## src/sv/clsm_pkg.sv

```systemverilog
`default_nettype none
// ----------------------------------------------------------------------------
// clsm_pkg: shared types and constants of the clip launch controller
// Item structs, state and code enums, unit command and status structs.
// ----------------------------------------------------------------------------
package clsm_pkg;

  localparam int POS_W           = 32;
  localparam int START_W         = 40;
  localparam int QUANT_W         = 24;
  localparam int FRAME_W         = 14;
  localparam int MAX_PERIOD      = 8192;
  localparam int FADE_MIN_FRAMES = 64;
  localparam int CFG_IDX_W       = 3;
  localparam int CFG_DATA_W      = 32;
  localparam int REM_CNT_W       = $clog2(START_W);

  typedef enum logic [2:0] {
    ST_STOPPED     = 3'd0,
    ST_RUNNING     = 3'd1,
    ST_WAIT_START  = 3'd2,
    ST_WAIT_STOP   = 3'd3,
    ST_WAIT_RETRIG = 3'd4,
    ST_STOPPING    = 3'd5
  } slot_state_e;

  typedef enum logic [1:0] {
    RK_NONE  = 2'd0,
    RK_ALL   = 2'd1,
    RK_START = 2'd2,
    RK_END   = 2'd3
  } run_kind_e;

  typedef enum logic [2:0] {
    CMD_BANG   = 3'd0,
    CMD_UNBANG = 3'd1,
    CMD_START  = 3'd2,
    CMD_STOP   = 3'd3,
    CMD_PERIOD = 3'd4
  } command_e;

  typedef enum logic [1:0] {
    STYLE_ONE_SHOT = 2'd0,
    STYLE_GATE     = 2'd1,
    STYLE_TOGGLE   = 2'd2,
    STYLE_REPEAT   = 2'd3
  } style_e;

  typedef enum logic [CFG_IDX_W-1:0] {
    CFG_LAUNCH_STYLE    = 3'd0,
    CFG_QUANTUM_SAMPLES = 3'd1,
    CFG_CLIP_START      = 3'd2,
    CFG_USABLE_LENGTH   = 3'd3,
    CFG_LEGATO_OFFSET   = 3'd4,
    CFG_FOLLOW_SELF     = 3'd5
  } cfg_index_e;

  typedef enum logic [2:0] {
    SEQ_IDLE = 3'd0,
    SEQ_REM  = 3'd1,
    SEQ_PLAN = 3'd2,
    SEQ_WALK = 3'd3,
    SEQ_DONE = 3'd4
  } seq_e;

  typedef struct packed {
    logic [2:0]         command;
    logic [START_W-1:0] period_start_sample;
    logic [FRAME_W-1:0] period_frames;
  } in_item_t;

  typedef struct packed {
    logic [2:0]         slot_state_out;
    logic [1:0]         run_kind;
    logic [FRAME_W-1:0] audio_offset;
    logic [FRAME_W-1:0] play_frames;
    logic [FRAME_W-1:0] silence_frames;
    logic [POS_W-1:0]   read_start;
    logic [POS_W-1:0]   read_end;
    logic [FRAME_W-1:0] wrap_count;
  } out_item_t;

  typedef struct packed {
    logic               start;
    logic [START_W-1:0] dividend;
    logic [QUANT_W-1:0] divisor;
  } rem_cmd_t;

  typedef struct packed {
    logic               busy;
    logic [QUANT_W-1:0] rem;
  } rem_sts_t;

  typedef struct packed {
    logic               start;
    logic [POS_W-1:0]   rp;
    logic [FRAME_W-1:0] frames;
    logic [POS_W-1:0]   last;
    logic [POS_W-1:0]   again;
    logic               loop_ok;
  } walk_cmd_t;

  typedef struct packed {
    logic               busy;
    logic [POS_W-1:0]   rp;
    logic [FRAME_W-1:0] played;
    logic [FRAME_W-1:0] silence;
    logic [FRAME_W-1:0] wraps;
    logic               ended;
  } walk_sts_t;

endpackage
`default_nettype wire

```

## src/sv/clip_launch_state_machine.sv

```systemverilog
`default_nettype none
// ----------------------------------------------------------------------------
// clip_launch_state_machine: launch controller of one playback slot
// Event handling, quantized launch decision and read pointer bookkeeping.
// ----------------------------------------------------------------------------
// One item is taken at a time; in_stall_o is high from acceptance until the
// result has been placed in the output register. A bang, unbang, start or
// stop request, an unknown command, or a period seen while stopped goes
// straight to the done state. Any other period goes through a plan state,
// which ends the item if the launch decision plays nothing and else starts
// the pointer walker; while waiting for a launch with a nonzero quantum, the
// bit-serial remainder unit first finds the distance to the next quantum
// boundary, one step per bit of the period start. The walker crosses one
// clip segment per clip end reached, plus the final partial segment. A
// stalled output register holds the result in the done state until it is
// free. The next item may be taken while the previous result still waits
// at the output.
// ----------------------------------------------------------------------------
module clip_launch_state_machine (
  input  wire logic                               clk_i,
  input  wire logic                               rst_ni,
  input  wire logic                               cfg_we_i,
  input  wire logic [clsm_pkg::CFG_IDX_W-1:0]     cfg_idx_i,
  input  wire logic [clsm_pkg::CFG_DATA_W-1:0]    cfg_wdata_i,
  input  wire logic                               in_valid_i,
  output      logic                               in_stall_o,
  input  wire clsm_pkg::in_item_t                 in_item_i,
  output      logic                               out_valid_o,
  input  wire logic                               out_stall_i,
  output      clsm_pkg::out_item_t                out_item_o
);
  import clsm_pkg::*;

  style_e             style_q;
  logic [QUANT_W-1:0] quantum_q;
  logic [POS_W-1:0]   clip_start_q;
  logic [POS_W-1:0]   usable_len_q;
  logic [POS_W-1:0]   legato_q;
  logic               follow_q;

  seq_e               seq_q, seq_d;
  slot_state_e        slot_q, slot_d;
  logic [POS_W-1:0]   rp_q, rp_d;
  logic [FRAME_W-1:0] n_q, n_d;
  logic [FRAME_W-1:0] dist_q, dist_d;
  logic               hit_q, hit_d;
  run_kind_e          kind_q, kind_d;
  logic [FRAME_W-1:0] dest_q, dest_d;
  logic [FRAME_W-1:0] frames_q, frames_d;
  logic [POS_W-1:0]   rstart_q, rstart_d;
  logic               out_valid_q, out_valid_d;
  out_item_t          out_q, out_d;

  rem_cmd_t  rem_cmd;
  rem_sts_t  rem_sts;
  walk_cmd_t walk_cmd;
  walk_sts_t walk_sts;

  logic               accept;
  logic               out_free;
  logic               is_period;
  logic [FRAME_W-1:0] n_sat;
  logic [POS_W-1:0]   last_pos;
  logic [POS_W-1:0]   again_pos;
  logic               loop_ok;
  logic [QUANT_W-1:0] dist_full;
  logic               dist_hit;
  slot_state_e        walk_slot;

  run_kind_e          plan_kind;
  slot_state_e        plan_slot;
  logic               plan_retrig;
  logic [FRAME_W-1:0] plan_frames;
  logic [FRAME_W-1:0] plan_dest;
  logic [POS_W-1:0]   plan_rp;

  function automatic slot_state_e event_next(slot_state_e s, logic [2:0] cmd, style_e st);
    slot_state_e r;
    r = s;
    unique case (cmd)
      CMD_BANG: begin
        if (s == ST_RUNNING) begin
          r = (st == STYLE_ONE_SHOT) ? ST_WAIT_RETRIG : ST_WAIT_STOP;
        end else if (s == ST_STOPPED) begin
          r = ST_WAIT_START;
        end
      end
      CMD_UNBANG: begin
        if (st == STYLE_GATE || st == STYLE_REPEAT) begin
          r = (s == ST_RUNNING) ? ST_WAIT_STOP : ST_STOPPED;
        end
      end
      CMD_START: begin
        if (s != ST_RUNNING) begin
          r = ST_WAIT_START;
        end
      end
      CMD_STOP: begin
        if (s != ST_STOPPED) begin
          r = ST_WAIT_STOP;
        end
      end
      default: r = s;
    endcase
    return r;
  endfunction

  always_ff @(posedge clk_i or negedge rst_ni) begin
    if (!rst_ni) begin
      style_q      <= STYLE_TOGGLE;
      quantum_q    <= '0;
      clip_start_q <= '0;
      usable_len_q <= '0;
      legato_q     <= '0;
      follow_q     <= 1'b0;
    end else if (cfg_we_i) begin
      unique case (cfg_idx_i)
        CFG_LAUNCH_STYLE:    style_q      <= style_e'(cfg_wdata_i[1:0]);
        CFG_QUANTUM_SAMPLES: quantum_q    <= cfg_wdata_i[QUANT_W-1:0];
        CFG_CLIP_START:      clip_start_q <= cfg_wdata_i[POS_W-1:0];
        CFG_USABLE_LENGTH:   usable_len_q <= cfg_wdata_i[POS_W-1:0];
        CFG_LEGATO_OFFSET:   legato_q     <= cfg_wdata_i[POS_W-1:0];
        CFG_FOLLOW_SELF:     follow_q     <= cfg_wdata_i[0];
        default: ;
      endcase
    end
  end

  assign accept    = in_valid_i && (seq_q == SEQ_IDLE);
  assign out_free  = !out_valid_q || !out_stall_i;
  assign is_period = (in_item_i.command == CMD_PERIOD);
  assign n_sat     = (in_item_i.period_frames > FRAME_W'(MAX_PERIOD)) ?
                     FRAME_W'(MAX_PERIOD) : in_item_i.period_frames;
  assign last_pos  = clip_start_q + usable_len_q;
  assign again_pos = clip_start_q + legato_q;
  assign loop_ok   = (style_q == STYLE_REPEAT || follow_q) && (again_pos < last_pos);
  assign dist_full = (rem_sts.rem == '0) ? '0 : quantum_q - rem_sts.rem;
  assign dist_hit  = dist_full < {{(QUANT_W-FRAME_W){1'b0}}, n_q};

  always_comb begin
    plan_kind   = RK_NONE;
    plan_slot   = slot_q;
    plan_retrig = 1'b0;
    plan_frames = n_q;
    plan_dest   = '0;
    unique case (slot_q)
      ST_RUNNING, ST_STOPPING: plan_kind = RK_ALL;
      ST_WAIT_STOP: begin
        if (hit_q) begin
          plan_kind   = RK_END;
          plan_slot   = ST_STOPPING;
          plan_frames = dist_q;
        end else begin
          plan_kind = RK_ALL;
        end
      end
      ST_WAIT_START: begin
        if (hit_q) begin
          plan_kind   = RK_START;
          plan_slot   = ST_RUNNING;
          plan_retrig = 1'b1;
          plan_dest   = dist_q;
          plan_frames = n_q - dist_q;
        end
      end
      ST_WAIT_RETRIG: begin
        plan_kind = RK_ALL;
        if (hit_q) begin
          plan_slot   = ST_RUNNING;
          plan_retrig = 1'b1;
        end
      end
      default: plan_kind = RK_NONE;
    endcase
    plan_rp = plan_retrig ? again_pos : rp_q;
  end

  always_comb begin
    seq_d = seq_q;
    unique case (seq_q)
      SEQ_IDLE: begin
        if (accept) begin
          if (!is_period || slot_q == ST_STOPPED) begin
            seq_d = SEQ_DONE;
          end else if (slot_q == ST_RUNNING || slot_q == ST_STOPPING || quantum_q == '0) begin
            seq_d = SEQ_PLAN;
          end else begin
            seq_d = SEQ_REM;
          end
        end
      end
      SEQ_REM:  if (!rem_sts.busy) seq_d = SEQ_PLAN;
      SEQ_PLAN: seq_d = (plan_kind == RK_NONE) ? SEQ_DONE : SEQ_WALK;
      SEQ_WALK: if (!walk_sts.busy) seq_d = SEQ_DONE;
      SEQ_DONE: if (out_free) seq_d = SEQ_IDLE;
      default:  seq_d = SEQ_IDLE;
    endcase
  end

  always_comb begin
    slot_d      = slot_q;
    rp_d        = rp_q;
    n_d         = n_q;
    dist_d      = dist_q;
    hit_d       = hit_q;
    kind_d      = kind_q;
    dest_d      = dest_q;
    frames_d    = frames_q;
    rstart_d    = rstart_q;
    out_d       = out_q;
    out_valid_d = out_valid_q && out_stall_i;
    walk_slot   = walk_sts.ended ? ST_STOPPED : slot_q;

    rem_cmd.start    = 1'b0;
    rem_cmd.dividend = in_item_i.period_start_sample;
    rem_cmd.divisor  = quantum_q;

    walk_cmd.start   = 1'b0;
    walk_cmd.rp      = plan_rp;
    walk_cmd.frames  = plan_frames;
    walk_cmd.last    = last_pos;
    walk_cmd.again   = again_pos;
    walk_cmd.loop_ok = loop_ok;

    unique case (seq_q)
      SEQ_IDLE: begin
        if (accept) begin
          kind_d   = RK_NONE;
          dest_d   = '0;
          frames_d = '0;
          rstart_d = rp_q;
          n_d      = n_sat;
          dist_d   = '0;
          hit_d    = (n_sat != '0);
          if (!is_period) begin
            slot_d = event_next(slot_q, in_item_i.command, style_q);
          end else if (slot_q != ST_STOPPED && slot_q != ST_RUNNING &&
                       slot_q != ST_STOPPING && quantum_q != '0) begin
            rem_cmd.start = 1'b1;
          end
        end
      end
      SEQ_REM: begin
        if (!rem_sts.busy) begin
          dist_d = dist_full[FRAME_W-1:0];
          hit_d  = dist_hit;
        end
      end
      SEQ_PLAN: begin
        kind_d         = plan_kind;
        slot_d         = plan_slot;
        rp_d           = plan_rp;
        rstart_d       = plan_rp;
        dest_d         = plan_dest;
        frames_d       = plan_frames;
        walk_cmd.start = (plan_kind != RK_NONE);
      end
      SEQ_WALK: begin
        if (!walk_sts.busy) begin
          rp_d = walk_sts.rp;
          if (walk_slot == ST_STOPPING && frames_q >= FRAME_W'(FADE_MIN_FRAMES)) begin
            slot_d = ST_STOPPED;
          end else begin
            slot_d = walk_slot;
          end
        end
      end
      SEQ_DONE: begin
        if (out_free) begin
          out_valid_d          = 1'b1;
          out_d.slot_state_out = slot_q;
          out_d.run_kind       = kind_q;
          out_d.audio_offset   = dest_q;
          out_d.play_frames    = (kind_q == RK_NONE) ? '0 : walk_sts.played;
          out_d.silence_frames = (kind_q == RK_NONE) ? '0 : walk_sts.silence;
          out_d.read_start     = rstart_q;
          out_d.read_end       = rp_q;
          out_d.wrap_count     = (kind_q == RK_NONE) ? '0 : walk_sts.wraps;
        end
      end
      default: ;
    endcase
  end

  always_ff @(posedge clk_i or negedge rst_ni) begin
    if (!rst_ni) begin
      seq_q       <= SEQ_IDLE;
      slot_q      <= ST_STOPPED;
      rp_q        <= '0;
      out_valid_q <= 1'b0;
    end else begin
      seq_q       <= seq_d;
      slot_q      <= slot_d;
      rp_q        <= rp_d;
      out_valid_q <= out_valid_d;
    end
  end

  always_ff @(posedge clk_i) begin
    n_q      <= n_d;
    dist_q   <= dist_d;
    hit_q    <= hit_d;
    kind_q   <= kind_d;
    dest_q   <= dest_d;
    frames_q <= frames_d;
    rstart_q <= rstart_d;
    out_q    <= out_d;
  end

  clsm_rem u_rem (
    .clk_i  (clk_i),
    .rst_ni (rst_ni),
    .cmd_i  (rem_cmd),
    .sts_o  (rem_sts)
  );

  clsm_walk u_walk (
    .clk_i  (clk_i),
    .rst_ni (rst_ni),
    .cmd_i  (walk_cmd),
    .sts_o  (walk_sts)
  );

  assign in_stall_o  = (seq_q != SEQ_IDLE);
  assign out_valid_o = out_valid_q;
  assign out_item_o  = out_q;

`ifndef SYNTHESIS
  a_accept_busy: assert property (@(posedge clk_i) disable iff (!rst_ni)
    (in_valid_i && !in_stall_o) |=> (seq_q != SEQ_IDLE))
    else $error("item accepted but sequencer stayed idle");

  a_walk_in_walk: assert property (@(posedge clk_i) disable iff (!rst_ni)
    walk_sts.busy |-> (seq_q == SEQ_WALK))
    else $error("pointer walker busy outside walk phase");

  a_none_quiet: assert property (@(posedge clk_i) disable iff (!rst_ni)
    (out_valid_o && out_item_o.run_kind == RK_NONE) |->
    (out_item_o.play_frames == '0 && out_item_o.wrap_count == '0 &&
     out_item_o.read_start == out_item_o.read_end))
    else $error("idle result moved the read pointer");

  a_end_stops: assert property (@(posedge clk_i) disable iff (!rst_ni)
    (out_valid_o && out_item_o.run_kind == RK_END) |->
    (out_item_o.slot_state_out == ST_STOPPING || out_item_o.slot_state_out == ST_STOPPED))
    else $error("end-inside result left slot in a wrong state");
`endif

endmodule
`default_nettype wire

```

## src/sv/clsm_rem.sv

```systemverilog
`default_nettype none
// ----------------------------------------------------------------------------
// clsm_rem: iterative remainder unit
// Restoring remainder of the period start by the quantum, one bit a cycle.
// ----------------------------------------------------------------------------
module clsm_rem (
  input  wire logic              clk_i,
  input  wire logic              rst_ni,
  input  wire clsm_pkg::rem_cmd_t cmd_i,
  output      clsm_pkg::rem_sts_t sts_o
);
  import clsm_pkg::*;

  logic                 busy_q, busy_d;
  logic [REM_CNT_W-1:0] cnt_q, cnt_d;
  logic [START_W-1:0]   div_q, div_d;
  logic [QUANT_W-1:0]   dsr_q, dsr_d;
  logic [QUANT_W-1:0]   rem_q, rem_d;
  logic [QUANT_W:0]     shifted;
  logic [QUANT_W+1:0]   diff;

  assign shifted = {rem_q, div_q[START_W-1]};
  assign diff    = {1'b0, shifted} - {2'b00, dsr_q};

  always_comb begin
    busy_d = busy_q;
    cnt_d  = cnt_q;
    div_d  = div_q;
    dsr_d  = dsr_q;
    rem_d  = rem_q;
    if (cmd_i.start) begin
      busy_d = 1'b1;
      cnt_d  = '0;
      div_d  = cmd_i.dividend;
      dsr_d  = cmd_i.divisor;
      rem_d  = '0;
    end else if (busy_q) begin
      div_d = {div_q[START_W-2:0], 1'b0};
      rem_d = diff[QUANT_W+1] ? shifted[QUANT_W-1:0] : diff[QUANT_W-1:0];
      cnt_d = cnt_q + 1'b1;
      if (cnt_q == REM_CNT_W'(START_W - 1)) begin
        busy_d = 1'b0;
      end
    end
  end

  always_ff @(posedge clk_i or negedge rst_ni) begin
    if (!rst_ni) begin
      busy_q <= 1'b0;
      cnt_q  <= '0;
    end else begin
      busy_q <= busy_d;
      cnt_q  <= cnt_d;
    end
  end

  always_ff @(posedge clk_i) begin
    div_q <= div_d;
    dsr_q <= dsr_d;
    rem_q <= rem_d;
  end

  assign sts_o.busy = busy_q;
  assign sts_o.rem  = rem_q;

endmodule
`default_nettype wire

```

## src/sv/clsm_walk.sv

```systemverilog
`default_nettype none
// ----------------------------------------------------------------------------
// clsm_walk: read pointer walker
// Advances the read pointer through the clip, one clip segment a cycle,
// with wrap to the retrigger point or end-stop with silence.
// ----------------------------------------------------------------------------
module clsm_walk (
  input  wire logic               clk_i,
  input  wire logic               rst_ni,
  input  wire clsm_pkg::walk_cmd_t cmd_i,
  output      clsm_pkg::walk_sts_t sts_o
);
  import clsm_pkg::*;

  logic               busy_q, busy_d;
  logic [POS_W-1:0]   rp_q, rp_d;
  logic [FRAME_W-1:0] left_q, left_d;
  logic [FRAME_W-1:0] played_q, played_d;
  logic [FRAME_W-1:0] silence_q, silence_d;
  logic [FRAME_W-1:0] wraps_q, wraps_d;
  logic               ended_q, ended_d;
  logic [POS_W-1:0]   last_q, last_d;
  logic [POS_W-1:0]   again_q, again_d;
  logic               loop_ok_q, loop_ok_d;

  logic [POS_W:0]     avail_ext;
  logic [POS_W-1:0]   avail;
  logic [FRAME_W-1:0] take;
  logic [POS_W-1:0]   rp_sum;
  logic [FRAME_W-1:0] left_rem;
  logic               at_end;

  always_comb begin
    avail_ext = {1'b0, last_q} - {1'b0, rp_q};
    avail     = (!avail_ext[POS_W] && (avail_ext[POS_W-1:0] != '0)) ?
                avail_ext[POS_W-1:0] : '0;
    take      = ({{(POS_W-FRAME_W){1'b0}}, left_q} < avail) ? left_q : avail[FRAME_W-1:0];
    rp_sum    = rp_q + {{(POS_W-FRAME_W){1'b0}}, take};
    left_rem  = left_q - take;
    at_end    = (rp_sum >= last_q);
  end

  always_comb begin
    busy_d    = busy_q;
    rp_d      = rp_q;
    left_d    = left_q;
    played_d  = played_q;
    silence_d = silence_q;
    wraps_d   = wraps_q;
    ended_d   = ended_q;
    last_d    = last_q;
    again_d   = again_q;
    loop_ok_d = loop_ok_q;
    if (cmd_i.start) begin
      busy_d    = 1'b1;
      rp_d      = cmd_i.rp;
      left_d    = cmd_i.frames;
      played_d  = '0;
      silence_d = '0;
      wraps_d   = '0;
      ended_d   = 1'b0;
      last_d    = cmd_i.last;
      again_d   = cmd_i.again;
      loop_ok_d = cmd_i.loop_ok;
    end else if (busy_q) begin
      if (left_q == '0) begin
        busy_d = 1'b0;
      end else begin
        played_d = played_q + take;
        if (!at_end) begin
          rp_d   = rp_sum;
          left_d = left_rem;
        end else if (loop_ok_q) begin
          rp_d    = again_q;
          left_d  = left_rem;
          wraps_d = wraps_q + 1'b1;
        end else begin
          rp_d      = rp_sum;
          left_d    = '0;
          silence_d = left_rem;
          ended_d   = 1'b1;
          busy_d    = 1'b0;
        end
      end
    end
  end

  always_ff @(posedge clk_i or negedge rst_ni) begin
    if (!rst_ni) begin
      busy_q <= 1'b0;
    end else begin
      busy_q <= busy_d;
    end
  end

  always_ff @(posedge clk_i) begin
    rp_q      <= rp_d;
    left_q    <= left_d;
    played_q  <= played_d;
    silence_q <= silence_d;
    wraps_q   <= wraps_d;
    ended_q   <= ended_d;
    last_q    <= last_d;
    again_q   <= again_d;
    loop_ok_q <= loop_ok_d;
  end

  assign sts_o.busy    = busy_q;
  assign sts_o.rp      = rp_q;
  assign sts_o.played  = played_q;
  assign sts_o.silence = silence_q;
  assign sts_o.wraps   = wraps_q;
  assign sts_o.ended   = ended_q;

endmodule
`default_nettype wire
```

## config.mk

```make
export PLATFORM = sky130hd
export DESIGN_NAME = clip_launch_state_machine
export DESIGN_NICKNAME = d
export VERILOG_FILES = /design/src/sv/clsm_pkg.sv /design/src/sv/clip_launch_state_machine.sv /design/src/sv/clsm_rem.sv /design/src/sv/clsm_walk.sv
export SDC_FILE = /design/constraint.sdc
export NUM_CORES = 1
export LEC_CHECK = 0
export ABC_CLOCK_PERIOD_IN_PS = 11750
export BUFFER_PORTS_ARGS = -buffer_cell sky130_fd_sc_hd__buf_2
export CAP_MARGIN = 20
export CORE_UTILIZATION = 45
export DETAILED_ROUTE_END_ITERATION = 7
export SETUP_SLACK_MARGIN = 0.5
export SYNTH_ARGS = -nofsm -noshare
export SYNTH_HDL_FRONTEND = slang
export SYNTH_SLANG_ARGS = --single-unit
```

## constraint.sdc

```tcl
create_clock -name clk_i -period 11.75 [get_ports clk_i]
set_clock_uncertainty 0.2 [all_clocks]
set_input_delay 2.35 -clock clk_i [delete_from_list [all_inputs] [get_ports clk_i]]
set_output_delay 2.35 -clock clk_i [all_outputs]
set_load 0.03 [all_outputs]
```

==> qor.txt, run 1 <==
Initial antenna violation count: 7
Post-Synth Adder-Cell Area: 0.103
Die area: 82,200 sq um
Drt initial violations: 1,891
Final Non-Filler Cells: 4,955
Area Overhead vs Synth: 14.5%
Status: finished clean
Worst hold-check path type: reg2reg
Clock-pin slew on the worst setup and hold paths: 60 ps
Placer congestion estimate: 0.974
Clock period minus worst slack: 10,780 ps
Area share of xor/xnor cells in the synthesized design: 0.0439
Synth area leaders: edfxtp_1 32%, dfrtp_1 12%, ha_1 9.8%
Relative slew slack: 0.250
CP max-delay cell: o41a_1
Slew @ Worst Pin: 1120 ps
Final design area excluding fillers: 41,800 sq um
Asr flop ratio synth: 0.273
Cts hold-fix bufs: 0
Synth Area in Simple Gates: 0.139
Max frequency: 92.8 MHz
Placed Cells incl. Taps: 4,808
DR vias: 27,400
Critical path class: reg2reg
Yosys warns: 0
CTS tree: built
Synthesized flop and latch total: 622
Mean area per synthesized cell: 10.2 sq um
Largest net degree at the start of global routing: 96
Clk sinks: 622
Slowest cell delay on critical path: 470 ps
Die H: 287 um
Final setup fails: 0
Critical Path Source Type: register
Vias in the first global route: 26,000
First-pass GRT wire length: 148 mm
Critical Path End Type: register
Fin. max-slew vios: 0
Area share of the largest cell type after synthesis: 0.317
Leak Pwr: 17.8 nW
Crit path max-delay family: compound AO/OA/AOI/OAI gates
Area leader, netlist: edfxtp_1
Post-route DRC: 0
Total of max-cap violations: 0
Compound-Gate Fraction of Synth Area: 0.150
Crit path DAT: 10,930 ps
Vias per inst: 5.52
Worst Path Buf+Inv: 8
Crit-path max FO: 14
TNS Setup: 0 ps
CTS buffer count: 71
Starting density of the core: 0.454
Fillers: 7,347
Number of buffers added on ports: 223
Worst reg2reg startpoint: u_walk.rp_q[0]
EDFF count, synth: 385
Post-DR wirelength/cell: 19.4 um
Site Rows: 104
Period utilization: 0.917
Dpl cell area: 39,100 sq um
Global route overflow: 0
Layout cell share with drive strength beyond 1: 0.165
Final hold vios: 0
WP data required: 11,900 ps
Worst VDD drop: 0.000149 V
Latest clock arrival within the worst-skew pair: 630 ps
Mapped Area: 36,500 sq um
Hold_sp: rstart_q[26]
Final antenna-violating net count: 0
H-tree depth: 3
Synth Instances: 3,585
Core area: 80,400 sq um
Clock root cell: clkbuf_16
Pwr per Cell Area: 327 nW/um^2
Seq/Total Area, Yosys: 0.470
RSZ-0062 raised after global routing: no
DRT Pass-1 Iters: 5
Global-route usage over all layers: 0.229
Distinct cells, synth: 92
Boundary pin count: 224
Top_reg_cell synth: edfxtp_1
Synthesized net count: 3,976
Detailed placer's ending HPWL: 71.7 mm
Crit path launch: u_walk.rp_q[0]
Nets@finish: 4,227
Final WL: 95.9 mm
Chip Width: 287 um
Main combinational cell family by area after synthesis: compound AO/OA/AOI/OAI gates
Max Root-Sink Buffers: 3
Post-synthesis mux area share: 0.0554
-- state kept, by name, summed over array words and instances, names as in the netlist, 32 cells and up --
name            count
clip_start_q       32
u_walk.again_q     32
u_walk.rp_q        32
rstart_q           32
out_item_o        125
u_walk.last_q      32
usable_len_q       32
legato_q           32
rp_q               32
u_rem.div_q        40
-- area by class of cell --
class	count	area [sq um]	area share
multi-input cells	2587	18200	0.435
flip-flops and latches	622	17200	0.411
clock buffers	87	1930	0.0462
repair buffers	302	1760	0.0421
well taps	1060	1330	0.0317
inverters	252	951	0.0228
clock inverters	42	492	0.0118
diodes	3	7.51	0.000180
-- per-stage QoR --
stage	worst slack, ps	hold slack, ps	utilization	total power, mW
after floorplan	987	200	-	9.19
after global placement	478	203	0.486	11.1
after detailed placement	191	205	0.486	11.2
after CTS	500	212	0.516	13.6
after global routing	441	218	0.520	14.7
final	972	215	0.520	13.7
-- where the power goes --
group	internal [mW]	switching [mW]
logic	3.01	4.50
registers	3.37	0.487
clock network	1.36	0.945
-- path summary, 6_finish.rpt --
check	endpoint	slack, ps	depth (start not counted)
worst max-delay path	u_walk.rp_q[31]	970	54
worst min-delay path	out_item_o[72]	220	0
worst max register to register	u_walk.rp_q[31]	970	54
worst min register to register	out_item_o[72]	220	0
max in group asynchronous	seq_q[0]	7860	3
min in group asynchronous	usable_len_q[26]	1480	1
-- cells in the mapped netlist, types with 15 or more instances --
cell,count
a22o_1,22
o21a_1,35
nand3_1,49
a211oi_1,36
nand4_1,30
or3_1,17
nor2b_1,112
a22oi_1,20
xor2_1,58
nor4_1,46
dfxtp_1,67
o21bai_1,22
edfxtp_1,385
nand2_1,347
mux2_2,131
and2_1,30
dfrtp_1,169
nand2b_1,45
ha_1,285
nor3_1,63
o21ai_0,195
o22ai_1,15
clkbuf_1,111
a31oi_1,19
mux2i_1,44
inv_1,244
a21o_1,78
and3_1,22
xnor2_1,125
nor2_1,256
a21oi_1,282
o211ai_1,27
-- worst register-to-register path: cells and delay by family, from the launching register on --
family | cells | cell delay [ps]
buffers and inverters | 8 | 1040
adders and majority gates | 5 | 1510
and+or+nand+nor | 11 | 1340
DFF | 1 | 400
xor gates and xnor gates | 1 | 220
muxes | 1 | 230
AOI/OAI and AO/OA | 28 | 5570
-- kinds of logic after synthesis --
family	Yosys count
AO/OA/AOI/OAI	864
XOR/XNOR	183
adder cells (fa/ha/maj)	294
buffers and inverters	376
flip-flops	622
multiplexers	182
AND/OR/NAND/NOR	1064
-- placed cells by master (no fill, tap or decap), types with 61 or more instances in the layout --
cell type,n
a21o_1,78
ha_1,284
inv_1,242
buf_2,222
nand2_1,344
dfxtp_1,67
mux2_2,131
clkbuf_16,73
xnor2_1,123
nor2_1,250
a21oi_1,277
nor3_1,61
edfxtp_1,385
dfrtp_1,169
buf_4,74
o21ai_0,191
nor2b_1,110
-- layer usage --
| layer | global-route usage | share of wire | vias up |
|---|---|---|---|
| li1 | - | - | 13500 |
| met1 | 0.325 | 0.47 | 13100 |
| met2 | 0.357 | 0.44 | 680 |
| met3 | 0.0336 | 0.055 | 154 |
| met4 | 0.0823 | 0.031 | 4 |
| met5 | 0 | 0.00024 | - |
-- repair_timing --
action,in CTS,in global routing
pin swaps,0,17
endpoints found under the hold margin,0,0
cloned,0,0
resized for setup,6,35
endpoints found under the setup margin,62,76
buffers inserted,0,15
Power figures use the tool's default switching activity.
==> run 2: changes to the inputs <==
--- a/config.mk
+++ b/config.mk
@@ -8,8 +8,9 @@
 export ABC_CLOCK_PERIOD_IN_PS = 11750
 export BUFFER_PORTS_ARGS = -buffer_cell sky130_fd_sc_hd__buf_2
 export CAP_MARGIN = 20
-export CORE_UTILIZATION = 45
+export CORE_UTILIZATION = 54
 export DETAILED_ROUTE_END_ITERATION = 7
+export PLACE_DENSITY = 0.72
 export SETUP_SLACK_MARGIN = 0.5
 export SYNTH_ARGS = -nofsm -noshare
 export SYNTH_HDL_FRONTEND = slang
==> run 2 against run 1 <==
  * Worst setup slack worse by 32 ps
  * Final cell count down 4.1%
  * Register-to-register slack got worse by 30 ps
  * Fmax shrank 0.30%
  * Core utilization is 10 points higher
  * Non-clock buffer count is 8 lower
  * Sequential cell count unchanged
  * Combinational power is essentially flat
==> qor.txt, run 2 (synthesis results as in run 1) <==
Final WL: 93.7 mm
Placer congestion estimate: 0.977
Pwr per Cell Area: 328 nW/um^2
TNS Setup: 0 ps
Hold Path Cell Cnt: 0
Starting density of the core: 0.550
WP data required: 11,860 ps
Drt initial violations: 2,422
Final design area excluding fillers: 41,400 sq um
Largest net degree at the start of global routing: 82
Hold EP: out_item_o[51]
Global-route usage over all layers: 0.267
Critical path class: reg2reg
Worst VDD drop: 0.000179 V
Total of max-cap violations: 0
Dpl cell area: 38,600 sq um
Clk pwr share: 0.163
Cts hold-fix bufs: 0
Fillers: 5,494
Global route overflow: 0
Clock root cell: clkbuf_16
Layout cell share with drive strength beyond 1: 0.162
CTS tree: built
Relative slew slack: 0.350
DRT Pass-1 Iters: 6
Die H: 262 um
R2R depth: 53
Initial antenna violation count: 8
Chip Width: 262 um
RR Endpoint: u_walk.rp_q[17]
Boundary pin count: 224
H-tree depth: 3
P_int: 7.67 mW
Number of buffers added on ports: 223
Core Util, Final: 0.624
FF-to-FF setup slack: 940 ps
Sw Pwr: 5.93 mW
Nets@finish: 4,218
Area Overhead vs Synth: 13.5%
Logic pwr share: 0.554
DR vias: 27,800
RSZ-0062 raised after global routing: no
Fin. max-slew vios: 0
Post-route DRC: 0
Latest clock arrival within the worst-skew pair: 630 ps
Most common cell after layout, fill and taps aside: edfxtp_1
Reg power frac: 0.283
Crit-path max FO: 12
Worst reg2reg startpoint: u_walk.rp_q[0]
Max Root-Sink Buffers: 3
Hold_sp: rstart_q[5]
Max frequency: 92.5 MHz
Die area: 68,600 sq um
Period utilization: 0.920
CP max-delay cell: edfxtp_1
First-pass GRT wire length: 144 mm
Sw frac: 0.436
Worst hold-check path type: reg2reg
Vias in the first global route: 26,100
Final antenna-violating net count: 0
Slowest cell delay on critical path: 440 ps
Crit path DAT: 10,920 ps
Post-DR wirelength/cell: 19.7 um
Clk sinks: 622
Critical Path End Type: register
Max FFs per register: 125
Status: finished clean
Site Rows: 94
Critical Path Source Type: register
CTS buffer count: 70
Vias per inst: 5.86
Core area: 66,300 sq um
Overall power: 13.6 mW
Final setup fails: 0
Clock period minus worst slack: 10,810 ps
Detailed placer's ending HPWL: 68.2 mm
Slew @ Worst Pin: 975 ps
Final hold vios: 0
Most frequent cells in the layout: 385 x edfxtp_1, 343 x nand2_1, 282 x ha_1, 276 x a21oi_1, 248 x nor2_1
Clock-pin slew on the worst setup and hold paths: 60 ps
Leak Pwr: 17.7 nW
-- run 2: cell count changes in the layout (fill, tap and decap cells not counted), sizes merged --
cell,delta
diode,-1
clkinvlp,+2
buf,-11
bufinv,-6
clkbuf,+14
clkinv,-4
inv,-3
-- run 2: final cells by class --
type                    count  area [sq um]  area share
clock buffers              98          2060      0.0499
repair buffers            294          1740      0.0420
inverters                 252           948      0.0229
clock inverters            31           292     0.00704
diodes                      2          5.00    0.000121
well taps                 864          1080      0.0261
multi-input cells        2587         18100       0.438
flip-flops and latches    622         17200       0.414
-- run 2: worst max-delay path by stage --
| stage | from | end |
|---|---|---|
| 5_1_grt | u_walk.rp_q[0] | u_walk.rp_q[17] |
| 4_1_cts | u_walk.rp_q[0] | u_walk.rp_q[17] |
| 3_5_place_dp | u_walk.rp_q[0] | u_walk.rp_q[17] |
| 3_3_place_gp | u_walk.rp_q[0] | u_walk.silence_q[13] |
| 2_1_floorplan | u_walk.rp_q[0] | u_walk.wraps_q[9] |
| 6_report | u_walk.rp_q[0] | u_walk.rp_q[17] |
-- run 2: metal layers --
| metal | GRT usage | wire length, um |
|---|---|---|
| met1 | 0.377 | 41800 |
| met2 | 0.422 | 43100 |
| met3 | 0.0500 | 6890 |
| met4 | 0.0737 | 1910 |
| met5 | 0 | 65 |
-- run 2: stage by stage --
stage / worst slack, ps / hold slack (ps) / cells
CTS: 516 / 209 / 4719
detailed placement: 150 / 205 / 4589
global route: 388 / 223 / 4749
floorplan: 987 / 200 / 3585
global placement: 463 / 201 / 4588
finish: 940 / 203 / 4750
-- run 2: critical path: cells and delay by family, from the launching register on --
| family | cells | cell delay (ps) |
|---|---|---|
| xor gates and xnor gates | 1 | 220 |
| adders and majority gates | 5 | 1460 |
| muxes | 2 | 550 |
| buffers and inverters | 7 | 1030 |
| AOI/OAI and AO/OA | 27 | 5440 |
| and+or+nand+nor | 11 | 1140 |
| DFF | 1 | 440 |
-- run 2: timing repair --
| action | CTS | global route |
|---|---|---|
| resized for setup | 7 | 38 |
| gates cloned | 0 | 3 |
| buffers inserted | 1 | 23 |
| pin swaps | 1 | 21 |
| endpoints found under the setup margin | 60 | 76 |
-- run 2: power by group through the flow --
stage	registers (mW)	logic (mW)	clock network [mW]
detailed placement	3.88	7.17	0
global placement	3.86	7.05	0
floorplan	4.10	5.09	0
global route	3.93	8.36	2.33
finish	3.85	7.53	2.22
CTS	3.85	7.26	2.25
==> run 3: changes to the inputs <==
--- a/config.mk
+++ b/config.mk
@@ -8,9 +8,9 @@
 export ABC_CLOCK_PERIOD_IN_PS = 11750
 export BUFFER_PORTS_ARGS = -buffer_cell sky130_fd_sc_hd__buf_2
 export CAP_MARGIN = 20
-export CORE_UTILIZATION = 54
+export CORE_UTILIZATION = 62
 export DETAILED_ROUTE_END_ITERATION = 7
-export PLACE_DENSITY = 0.72
+export PLACE_DENSITY = 0.81
 export SETUP_SLACK_MARGIN = 0.5
 export SYNTH_ARGS = -nofsm -noshare
 export SYNTH_HDL_FRONTEND = slang
==> run 3 against run 2 <==
  * Final cell count is 2.3% lower
  * Sequential power hardly changed
  * Via count is 2.1% higher
  * Fmax is 0.13% lower
  * Core utilization is 8.4 points higher
  * Critical path depth stayed put
  * Clock power is 6% lower
  * Wire length hardly changed
  * Hold slack better by 13 ps
  * Cell area is 0.91% lower
  * Worst setup slack worse by 14 ps
  * Largest cell class unchanged
  * Largest power group unchanged
==> qor.txt, run 3 (synthesis results as in run 1) <==
Status: finished clean
Clock root cell: clkbuf_16
Critical Path Source Type: register
Global route overflow: 0
Final antenna-violating net count: 0
Core Util, Final: 0.709
Worst VDD drop: 0.000198 V
Post-route DRC: 0
Final setup fails: 0
TNS Setup: 0 ps
Critical path class: reg2reg
Final hold vios: 0
CP max-delay cell: o41a_1
Die H: 245 um
Period utilization: 0.921
Worst hold-check path type: reg2reg
Hold WS: 216 ps
Area Overhead vs Synth: 12.4%
WP data required: 11,870 ps
Most common cell after layout, fill and taps aside: edfxtp_1
Met2 Usage GRT: 0.487
Vias in the first global route: 27,200
Clock-pin slew on the worst setup and hold paths: 60 ps
H-tree depth: 3
Dpl cell area: 38,500 sq um
Number of buffers added on ports: 223
Grt peak-use layer: met2
Vias per inst: 6.13
CTS buffer count: 67
Slew @ Worst Pin: 1090 ps
Boundary pin count: 224
Relative slew slack: 0.265
Final design area excluding fillers: 41,000 sq um
Drt initial violations: 2,542
Post-DR wirelength/cell: 20.2 um
Slowest cell delay on critical path: 440 ps
Chip Width: 245 um
DRT Pass-1 Iters: 6
Starting density of the core: 0.630
Pwr per Cell Area: 329 nW/um^2
Global-route usage over all layers: 0.309
Clock period minus worst slack: 10,820 ps
RSZ-0062 raised after global routing: no
CTS tree: built
Largest net degree at the start of global routing: 77
Crit path top cell by count: buf_4
Total of max-cap violations: 0
Layout cell share with drive strength beyond 1: 0.157
Overall power: 13.5 mW
Worst Path Buf+Inv: 10
DR vias: 28,400
Max Root-Sink Buffers: 3
Final WL: 93.8 mm
Max FFs per register: 125
Latest clock arrival within the worst-skew pair: 610 ps
Site Rows: 88
First-pass GRT wire length: 146 mm
Detailed placer's ending HPWL: 68.3 mm
Clk sinks: 622
Met1 GRT Util: 0.430
Critical Path End Type: register
FF-to-FF setup slack: 930 ps
Most frequent cells in the layout: 385 x edfxtp_1, 343 x nand2_1, 283 x ha_1, 277 x a21oi_1, 249 x nor2_1
Crit path DAT: 10,950 ps
Crit-path max FO: 12
Max frequency: 92.4 MHz
Die area: 59,800 sq um
GRT met3 Usage: 0.0504
Placer congestion estimate: 1.00
Core area: 57,900 sq um
Leak Pwr: 17.6 nW
Initial antenna violation count: 7
Crit path max-delay family: compound AO/OA/AOI/OAI gates
Fin. max-slew vios: 0
Nets@finish: 4,209
==> run 3: cell type report <==
| type | count | area [sq um] |
|---|---|---|
| Fill cell | 4316 | 16900 |
| Sequential cell | 622 | 17200 |
| Multi-Input combinational cell | 2587 | 18100 |
| Inverter | 252 | 948 |
| Clock buffer | 100 | 1940 |
| Antenna cell | 3 | 7.51 |
| Tap cell | 765 | 957 |
| Clock inverter | 23 | 210 |
| Timing Repair Buffer | 288 | 1670 |
==> run 3: final timing paths <==
path                             startpoint          endpoint  cells past startpoint
min reg2reg                       dest_q[8]   out_item_o[114]                      0
max reg2reg                u_walk.last_q[0]   u_walk.rp_q[17]                     53
max                        u_walk.last_q[0]   u_walk.rp_q[17]                     53
max in group asynchronous            rst_ni       out_valid_o                      3
min in group asynchronous            rst_ni  clip_start_q[26]                      1
min                               dest_q[8]   out_item_o[114]                      0
==> run 3: worst reg2reg max path: cells and delay by family (launching register included) <==
| kind | cells | cell delay [ps] |
|---|---|---|
| AOI/OAI and AO/OA | 25 | 5100 |
| adders and majority gates | 5 | 1520 |
| buffers and inverters | 10 | 1390 |
| and+or+nand+nor | 10 | 1160 |
| muxes | 2 | 620 |
| DFF | 1 | 360 |
| xor gates and xnor gates | 1 | 200 |
==> run 3: repair_timing <==
item                                   4_1_cts  5_1_grt
pin swaps                                    0       17
buffers inserted                             0       19
gates resized for setup                     10       31
cloned                                       0        3
endpoints found under the hold margin        0        0
hold buffers                                 0        0
setup endpoints to repair                   62       76
==> run 3: power by group <==
part | switching (mW) | total [mW] | internal [mW]
clock | 0.877 | 2.08 | 1.20
sequential | 0.492 | 3.86 | 3.37
combinational | 4.55 | 7.56 | 3.02
total | 5.92 | 13.5 | 7.59
==> run 3: routing by layer <==
layer,share of wire,vias to the layer above
met5,0.00051,-
met4,0.033,8
met3,0.078,189
met2,0.46,1099
met1,0.43,13700
li1,-,13400
==> run 3: per-stage QoR <==
stage | setup slack, ps | cells
3_3_place_gp | 353 | 4490
3_5_place_dp | 168 | 4491
2_1_floorplan | 987 | 3585
4_1_cts | 535 | 4614
5_1_grt | 389 | 4638
6_report | 925 | 4640
